[config.mk]
export PLATFORM = sky130hd
export DESIGN_NAME = tbo_ctrl
export DESIGN_NICKNAME = d
export VERILOG_FILES = /design/src/sv/tbo_pkg.sv /design/src/sv/tbo_ctrl.sv
export SDC_FILE = /design/constraint.sdc
export NUM_CORES = 1
export LEC_CHECK = 0
export ABC_AREA = 1
export ABC_CLOCK_PERIOD_IN_PS = 2000
export BUFFER_PORTS_ARGS = -buffer_cell sky130_fd_sc_hd__buf_4
export CAP_MARGIN = 20
export CORE_MARGIN = 3
export CORE_UTILIZATION = 56
export DETAILED_ROUTE_END_ITERATION = 7
export PLACE_DENSITY_LB_ADDON = 0.25
export SLEW_MARGIN = 5
export SYNTH_ARGS = -nofsm -noshare
export SYNTH_HDL_FRONTEND = slang
export SYNTH_SLANG_ARGS = --single-unit
[constraint.sdc]
create_clock -name clk -period 2 [get_ports clk]
set_input_delay 0.2 -clock clk [delete_from_list [all_inputs] [get_ports clk]]
set_output_delay 0.2 -clock clk [all_outputs]
set_load 0.02 [all_outputs]
[src/sv/tbo_pkg.sv]
// Shared types and constants for the transform blend / orthonormalize block.
// Depends on nothing; imported by every module of the block.
package tbo_pkg;

    localparam int FRAC_BITS = 16;
    localparam int N_ELEM    = 12;
    localparam int DIV_W     = 32 + FRAC_BITS;

    // Alpha clamp ceiling, 1.0 in Q.FRAC_BITS
    localparam logic signed [31:0] ONE_Q = 32'sd1 <<< FRAC_BITS;

    // Short-row threshold, 1e-6 in Q.(2*FRAC_BITS), rounded to nearest
    localparam logic [63:0] EPS_Q =
        ((64'd1 << (2 * FRAC_BITS)) + 64'd500000) / 64'd1000000;

    // Request command codes
    localparam logic [1:0] CMD_LOAD_PREV = 2'd0;
    localparam logic [1:0] CMD_LOAD_CUR  = 2'd1;
    localparam logic [1:0] CMD_INTERP    = 2'd2;

    localparam logic [3:0] LAST_ELEM = 4'd11;

    typedef struct packed {
        logic [1:0]         command;
        logic [3:0]         element_index;
        logic signed [31:0] element_value;
        logic signed [31:0] blend_factor;
    } request_t;

    typedef struct packed {
        logic [3:0]         out_index;
        logic signed [31:0] out_value;
        logic               last;
    } result_t;

    typedef enum logic [3:0] {
        S_IDLE,
        S_BLEND,
        S_NSUM,
        S_NSQRT,
        S_NDIV,
        S_PROJ,
        S_PSUB,
        S_CROSS,
        S_OUT
    } state_t;

    typedef enum logic [4:0] {
        OP_NOP,
        OP_BLD,
        OP_LDA,
        OP_LDB,
        OP_LDAB,
        OP_LDPL,
        OP_LDPH,
        OP_MUL,
        OP_ASET,
        OP_AADD,
        OP_ASUB,
        OP_AADDH,
        OP_BWR,
        OP_PSET,
        OP_PSUB,
        OP_XWR,
        OP_SQRT_GO,
        OP_DIV_GO,
        OP_DWR,
        OP_EMIT
    } op_t;

    typedef struct packed {
        op_t        op;
        logic [3:0] idx;
    } dp_cmd_t;

    typedef struct packed {
        logic sqrt_busy;
        logic div_busy;
    } dp_status_t;

endpackage

[src/sv/tbo_ctrl.sv]
// Controller: sequences blend, normalize, projection, cross product, output.
// Depends on tbo_pkg.
module tbo_ctrl
    import tbo_pkg::*;
(
    input  logic       clk,
    input  logic       rst_n,
    input  logic       accept,
    input  logic [1:0] command,
    input  dp_status_t status,
    output dp_cmd_t    cmd,
    output logic       busy
);

    state_t     state_reg, state_next;
    logic [3:0] cnt_reg, cnt_next;
    logic [3:0] sub_reg, sub_next;
    logic [1:0] row_reg, row_next;
    logic [3:0] base;

    // Operand indexes of the cross product: sel 0..3 is a1, b1, a2, b2
    function automatic logic [3:0] cross_idx(input logic [3:0] k, input logic [1:0] sel);
        logic [3:0] r;
        r = 4'd0;
        case (k)
            4'd0:
                case (sel)
                    2'd0: r = 4'd1;
                    2'd1: r = 4'd5;
                    2'd2: r = 4'd2;
                    default: r = 4'd4;
                endcase
            4'd1:
                case (sel)
                    2'd0: r = 4'd2;
                    2'd1: r = 4'd3;
                    2'd2: r = 4'd0;
                    default: r = 4'd5;
                endcase
            default:
                case (sel)
                    2'd0: r = 4'd0;
                    2'd1: r = 4'd4;
                    2'd2: r = 4'd1;
                    default: r = 4'd3;
                endcase
        endcase
        return r;
    endfunction

    always_comb
    begin
        case (row_reg)
            2'd0:    base = 4'd0;
            2'd1:    base = 4'd3;
            default: base = 4'd6;
        endcase
    end

    // Next state and micro-op
    always_comb
    begin
        state_next = state_reg;
        cnt_next   = cnt_reg;
        sub_next   = sub_reg;
        row_next   = row_reg;
        cmd.op     = OP_NOP;
        cmd.idx    = 4'd0;

        unique case (state_reg)
            S_IDLE:
            begin
                if (accept && command == CMD_INTERP)
                begin
                    state_next = S_BLEND;
                    cnt_next   = 4'd0;
                    sub_next   = 4'd0;
                    row_next   = 2'd0;
                end
            end
            S_BLEND:
            begin
                cmd.idx = cnt_reg;
                case (sub_reg)
                    4'd0:    cmd.op = OP_BLD;
                    4'd1:    cmd.op = OP_MUL;
                    default: cmd.op = OP_BWR;
                endcase
                if (sub_reg == 4'd2)
                begin
                    sub_next = 4'd0;
                    if (cnt_reg == LAST_ELEM)
                    begin
                        cnt_next   = 4'd0;
                        state_next = S_NSUM;
                    end
                    else
                        cnt_next = cnt_reg + 4'd1;
                end
                else
                    sub_next = sub_reg + 4'd1;
            end
            S_NSUM:
            begin
                cmd.idx = base + cnt_reg;
                case (sub_reg)
                    4'd0:    cmd.op = OP_LDAB;
                    4'd1:    cmd.op = OP_MUL;
                    default: cmd.op = (cnt_reg == 4'd0) ? OP_ASET : OP_AADD;
                endcase
                if (sub_reg == 4'd2)
                begin
                    sub_next = 4'd0;
                    if (cnt_reg == 4'd2)
                    begin
                        cnt_next   = 4'd0;
                        state_next = S_NSQRT;
                    end
                    else
                        cnt_next = cnt_reg + 4'd1;
                end
                else
                    sub_next = sub_reg + 4'd1;
            end
            S_NSQRT:
            begin
                if (sub_reg == 4'd0)
                begin
                    cmd.op   = OP_SQRT_GO;
                    sub_next = 4'd1;
                end
                else if (!status.sqrt_busy)
                begin
                    sub_next   = 4'd0;
                    state_next = S_NDIV;
                end
            end
            S_NDIV:
            begin
                cmd.idx = base + cnt_reg;
                case (sub_reg)
                    4'd0:
                    begin
                        cmd.op   = OP_DIV_GO;
                        sub_next = 4'd1;
                    end
                    4'd1:
                    begin
                        if (!status.div_busy)
                            sub_next = 4'd2;
                    end
                    default:
                    begin
                        cmd.op   = OP_DWR;
                        sub_next = 4'd0;
                        if (cnt_reg == 4'd2)
                        begin
                            cnt_next = 4'd0;
                            case (row_reg)
                                2'd0:    state_next = S_PROJ;
                                2'd1:    state_next = S_CROSS;
                                default: state_next = S_OUT;
                            endcase
                        end
                        else
                            cnt_next = cnt_reg + 4'd1;
                    end
                endcase
            end
            S_PROJ:
            begin
                case (sub_reg)
                    4'd0:
                    begin
                        cmd.op   = OP_LDA;
                        cmd.idx  = 4'd3 + cnt_reg;
                        sub_next = 4'd1;
                    end
                    4'd1:
                    begin
                        cmd.op   = OP_LDB;
                        cmd.idx  = cnt_reg;
                        sub_next = 4'd2;
                    end
                    4'd2:
                    begin
                        cmd.op   = OP_MUL;
                        sub_next = 4'd3;
                    end
                    4'd3:
                    begin
                        cmd.op = (cnt_reg == 4'd0) ? OP_ASET : OP_AADD;
                        if (cnt_reg == 4'd2)
                            sub_next = 4'd4;
                        else
                        begin
                            sub_next = 4'd0;
                            cnt_next = cnt_reg + 4'd1;
                        end
                    end
                    default:
                    begin
                        cmd.op     = OP_PSET;
                        sub_next   = 4'd0;
                        cnt_next   = 4'd0;
                        state_next = S_PSUB;
                    end
                endcase
            end
            S_PSUB:
            begin
                cmd.idx = cnt_reg;
                case (sub_reg)
                    4'd0:    cmd.op = OP_LDA;
                    4'd1:    cmd.op = OP_LDPL;
                    4'd2:    cmd.op = OP_MUL;
                    4'd3:    cmd.op = OP_ASET;
                    4'd4:    cmd.op = OP_LDPH;
                    4'd5:    cmd.op = OP_MUL;
                    4'd6:    cmd.op = OP_AADDH;
                    default:
                    begin
                        cmd.op  = OP_PSUB;
                        cmd.idx = 4'd3 + cnt_reg;
                    end
                endcase
                if (sub_reg == 4'd7)
                begin
                    sub_next = 4'd0;
                    if (cnt_reg == 4'd2)
                    begin
                        cnt_next   = 4'd0;
                        row_next   = 2'd1;
                        state_next = S_NSUM;
                    end
                    else
                        cnt_next = cnt_reg + 4'd1;
                end
                else
                    sub_next = sub_reg + 4'd1;
            end
            S_CROSS:
            begin
                case (sub_reg)
                    4'd0:
                    begin
                        cmd.op  = OP_LDA;
                        cmd.idx = cross_idx(cnt_reg, 2'd0);
                    end
                    4'd1:
                    begin
                        cmd.op  = OP_LDB;
                        cmd.idx = cross_idx(cnt_reg, 2'd1);
                    end
                    4'd2:    cmd.op = OP_MUL;
                    4'd3:    cmd.op = OP_ASET;
                    4'd4:
                    begin
                        cmd.op  = OP_LDA;
                        cmd.idx = cross_idx(cnt_reg, 2'd2);
                    end
                    4'd5:
                    begin
                        cmd.op  = OP_LDB;
                        cmd.idx = cross_idx(cnt_reg, 2'd3);
                    end
                    4'd6:    cmd.op = OP_MUL;
                    4'd7:    cmd.op = OP_ASUB;
                    default:
                    begin
                        cmd.op  = OP_XWR;
                        cmd.idx = 4'd6 + cnt_reg;
                    end
                endcase
                if (sub_reg == 4'd8)
                begin
                    sub_next = 4'd0;
                    if (cnt_reg == 4'd2)
                    begin
                        cnt_next   = 4'd0;
                        row_next   = 2'd2;
                        state_next = S_NSUM;
                    end
                    else
                        cnt_next = cnt_reg + 4'd1;
                end
                else
                    sub_next = sub_reg + 4'd1;
            end
            S_OUT:
            begin
                cmd.op  = OP_EMIT;
                cmd.idx = cnt_reg;
                if (cnt_reg == LAST_ELEM)
                begin
                    cnt_next   = 4'd0;
                    state_next = S_IDLE;
                end
                else
                    cnt_next = cnt_reg + 4'd1;
            end
            default:
                state_next = S_IDLE;
        endcase
    end

    always_ff @(posedge clk or negedge rst_n)
    begin
        if (!rst_n)
        begin
            state_reg <= S_IDLE;
            cnt_reg   <= 4'd0;
            sub_reg   <= 4'd0;
            row_reg   <= 2'd0;
        end
        else
        begin
            state_reg <= state_next;
            cnt_reg   <= cnt_next;
            sub_reg   <= sub_next;
            row_reg   <= row_next;
        end
    end

    assign busy = (state_reg != S_IDLE);

endmodule

* Word level (Yosys, flattened, before mapping)
Cells that the tools add are included. W data, S select, Z words.
Storage, ports and cells: flip-flop bits (word level) 14, output and inout bits 10, word-level logic and storage cells 135
Operators by class: $add $sub $neg 5, equality and inequality tests 40, mux-type cells 61, reductions and logical operators 25
Operators with widths (number):
- $mux W4 | 30
- $pmux W4 S5 | 3
- $pmux W4 S2 | 6
- $pmux W5 S8 | 1
- $pmux W4 S9 | 1
- $eq A4 B3 Y1 const B | 8
- $ne A2 B2 Y1 const B | 16
- $pmux W4 S4 | 2
- $pmux W4 S8 | 1
- $pmux W4 S7 | 1
- $pmux W4 S6 | 1
- $eq A4 B2 Y1 const B | 5
- $pmux W3 S2 | 3
- $reduce_or A2 Y1 | 8
- $reduce_and A13 Y1 | 1
- $eq A4 B1 Y1 const B | 3
- $eq A4 B4 Y1 const B | 3
- $logic_not A4 Y1 | 3
- $mux W2 | 5
- $pmux W5 S2 | 1
- $ne A3 B3 Y1 const B | 3
- $reduce_and A9 Y1 | 1
- $add A4 B1 Y4 const B | 2
- $pmux W2 S2 | 2
- other kinds (20) | 21

* Longest topological paths before layout
depth after elaboration 5, mapped depth 11

* Worst setup path before layout
Ideal clock, no wire load.
path kind register -> output, start point register cnt_reg[0], end point output cmd[0] in the netlist's numbering, arrival 1.766 ns, data required time 1.800 ns, path slack 0.034 ns, cell stages (with the launch flop) 11, buffers on the path 1, cells stage by stage dfrtp_1 -> clkbuf_1 -> inv_1 -> ha_1 -> o21ai_0 -> nand2_1 -> o21ai_0 -> inv_1 -> nand3_1 -> nand2_1 -> nand3_1
RTL lines:
- from (decl) | line tbo_ctrl.sv:16 | logic [3:0] cnt_reg, cnt_next;
- from (signal assigned) | line tbo_ctrl.sv:319 | cnt_reg <= cnt_next;
- to (decl) | line tbo_ctrl.sv:11 | output dp_cmd_t cmd,

==> impl_metrics.tcl <==
set metrics [dict create \
    outcome "complete, but fails checks" \
    violations "setup timing" \
    finalCritPeriodShare_pct 113.6 \
    clkTransAtPathRegs_ps 70 \
    fillers 214 \
    initial_utilization_pct 60.15 \
    multi_input_area_um2 1953 \
    die_h_um 69.65 \
    fin_crit_ps 2272 \
    ios 17 \
    routabilityCongestion 0.9593 \
    hp-class "in2async" \
    tritoncts "built" \
    synth_nets 399 \
    dp.cells 450 \
    leakage_nw 1.616 \
    setup_viol 8 \
    core_area_um2 3771 \
    cts_buffer_depth 2 \
    max_slew.worst_pin.slew_ps 445.2 \
    async_flop_share_pct 100.0 \
    gr-usage-met3_pct 4.058 \
    pwr-share-clk_pct 5.1 \
    via_per_inst 6.602 \
    portBuffers 16 \
    rsz0062_at_grt "true" \
    finalHoldViolCount 0 \
    finalMaxSlewViolations 0 \
    drtPass1Iterations 6 \
    setup_slack_ps -271.5 \
    grt.total_usage_pct 32.26 \
    maxCapViolCount 0 \
    final_cells 485 \
    pwr-share-seq_pct 9.6 \
    dieArea_um2 4850 \
    wl_per_cell_um 19.89 \
    p_sw_share_pct 56.93 \
    met2_usage_pct 54.03 \
    drc 0 \
    place_ws_ps -34.25 \
    post-dp-hpwl_um 5150 \
    synth-seq-area-share_pct 15.44 \
    drt-initial-drc-count 617 \
    grt_pass1_wl_um 12790 \
    cp_max_fo 3 \
    ys_seq_elements 14 \
    cts-root-buf "clkbuf_8" \
    irDropWorstVdd_mv 1.020 \
    p_int_mw 2.491 \
    wl_um 9645 \
    syn2layout_area_growth_pct 39.55 \
    cts_made_buffers 3 \
    antenna_found_initial 0 \
    vias 3202 \
    grt_pass1_vias 2682 \
    grt_overflow 0 \
    grt_max_degree 15 \
    grt.busiest_layer "met2" \
    clk_latency_ps 260 \
    synth_top_flop_cell "dfrtp_1" \
    power.density_nw_per_um2 1827 \
    row_count 22 \
    worstPathRequired_ps 1800 \
    htree_levels 1 \
    p_switching_mw 3.293 \
    maxSlewHeadroom_pct 70.32 \
    clock-skew-final_ps 8.209 \
    antenna_left 0 \
    synth-edff-count 0 \
    yosysWarnings 0 \
    p_total_mw 5.784 \
    synthCells 376 \
    area.sequential_um2 359.1 \
    diodes 0 \
    syn_area_per_cell_um2 6.033 \
    synth_area_um2 2268 \
    synth_cell_types 36 \
    drive_above_1_share_pct 39.13 \
    critPathLaunchType "flop" \
    nNetsFinal 461 \
    arrival_ps 2070 \
    whs_ps 334.0 \
    grtUsageMet1_pct 40.70 \
    path_class "reg2out" \
    die_x_um 69.65 \
    p_comb_share_pct 85.3 \
    fmax_mhz 440.2 \
    endpoint_kind "primary output" \
    clock_sinks 14 \
]
logic make-up (layout without fill, tap and decap cells):
group           count (synthesis)  in the layout  share of synthesized area (%)
compound gates                 35             35                          8.771
fa+ha+maj                      16             16                          9.156
simple gates                  252            252                          55.05
buf+inv                        53            114                          9.266
xor+xnor                        6              6                          2.317
flops                          14             14                          15.44
repair_timing:
action                                 4_1_cts  5_1_grt
setup buffers                               13       17
resized for setup                           50       40
setup endpoints to repair                    9       11
endpoints found under the hold margin       14        0
pin swaps                                   14       13
cloned                                       0        0
hold buffers                                 1        0
cell usage in the layout (no fill, tap or decap), types with 3 or more instances in the layout:
master,instances
nand2_4,7
nand2_2,17
buf_4,51
xnor2_1,3
nand3_1,54
nand3_2,10
inv_2,18
ha_4,5
dfrtp_2,7
o21ai_0,11
dfrtp_1,7
clkbuf_8,4
nor2_4,12
ha_1,9
o21ai_1,5
nand3_4,3
a21oi_1,11
nor2_1,23
o21ai_2,3
buf_6,11
xor2_1,3
nand2_1,104
nor2_2,9
nand4_1,5
inv_1,23
metrics by stage:
step,setup TNS (ps),util [%],instance area [um2]
6_report,-1633,83.94,3166
5_1_grt,-3242,83.94,3166
4_1_cts,-470.4,76.31,2878
3_5_place_dp,-34.25,67.42,2542
3_3_place_gp,0,67.42,2542
2_1_floorplan,0,-,2268
layout make-up:
class                           count  share of cell area [%]
Multi-Input combinational cell    309                   61.70
Tap cell                           48                   1.897
Timing Repair Buffer               65                   17.59
Sequential cell                    14                   11.34
Inverter                           45                   5.731
Clock buffer                        4                   1.739
Yosys cell counts (2+ instances only):
master	n	area, um2
nand2_1	111	416.7
nand3_1	62	310.3
inv_1	31	116.4
nor2_1	30	112.6
o21ai_0	18	90.09
ha_1	15	187.7
dfrtp_1	14	350.3
inv_2	13	48.80
nand2_2	13	81.33
a21oi_1	11	55.05
nor2_2	8	50.05
nor2_4	6	67.56
nand2_4	5	56.30
nand4_1	5	31.28
nand3_2	4	40.04
clkbuf_1	3	11.26
xnor2_1	3	26.28
xor2_1	3	26.28
buf_2	2	10.01
buf_4	2	15.01
nand3b_1	2	15.01
power groups by stage:
stage / combinational (mW) / sequential, mW / clock, mW
4_1_cts: 3.85 / 0.533 / 0.289
3_5_place_dp: 3.31 / 0.513 / 0
3_3_place_gp: 3.26 / 0.514 / 0
2_1_floorplan: 2.46 / 0.455 / 0
5_1_grt: 5.21 / 0.566 / 0.305
6_report: 4.94 / 0.555 / 0.292
worst max-delay path, stage by stage, from the launching register on:
cell,delay [ps]
dfrtp_2,440
nor2_4,140
ha_4,150
inv_2,40
fa_2,540
inv_2,40
nand2_2,60
o31ai_1,60
nor2_1,130
nand3_1,90
buf_6,140
path summary, 6_finish.rpt:
kind,from,to,slack (ps),cells after the start
worst max-delay path,row_reg[1]$_DFFE_PN0P_,cmd[1],-270,10
worst min-delay path,rst_n,sub_reg[1]$_DFFE_PN0P_,330,2
worst max register to register,sub_reg[0]$_DFFE_PN0P_,cnt_reg[0]$_DFFE_PN0P_,20,11
worst min register to register,state_reg[2]$_DFFE_PN0P_,state_reg[2]$_DFFE_PN0P_,600,2
max in group asynchronous,rst_n,cnt_reg[0]$_DFFE_PN0P_,1470,2
min in group clk,status[1],state_reg[3]$_DFFE_PN0P_,400,6
per-layer routing:
metal,vias to the layer above,share of wire (%)
li1,1342,-
met1,1405,33
met2,346,44
met3,109,13
met4,0,9.8
met5,-,0
Power figures use the tool's default switching activity.
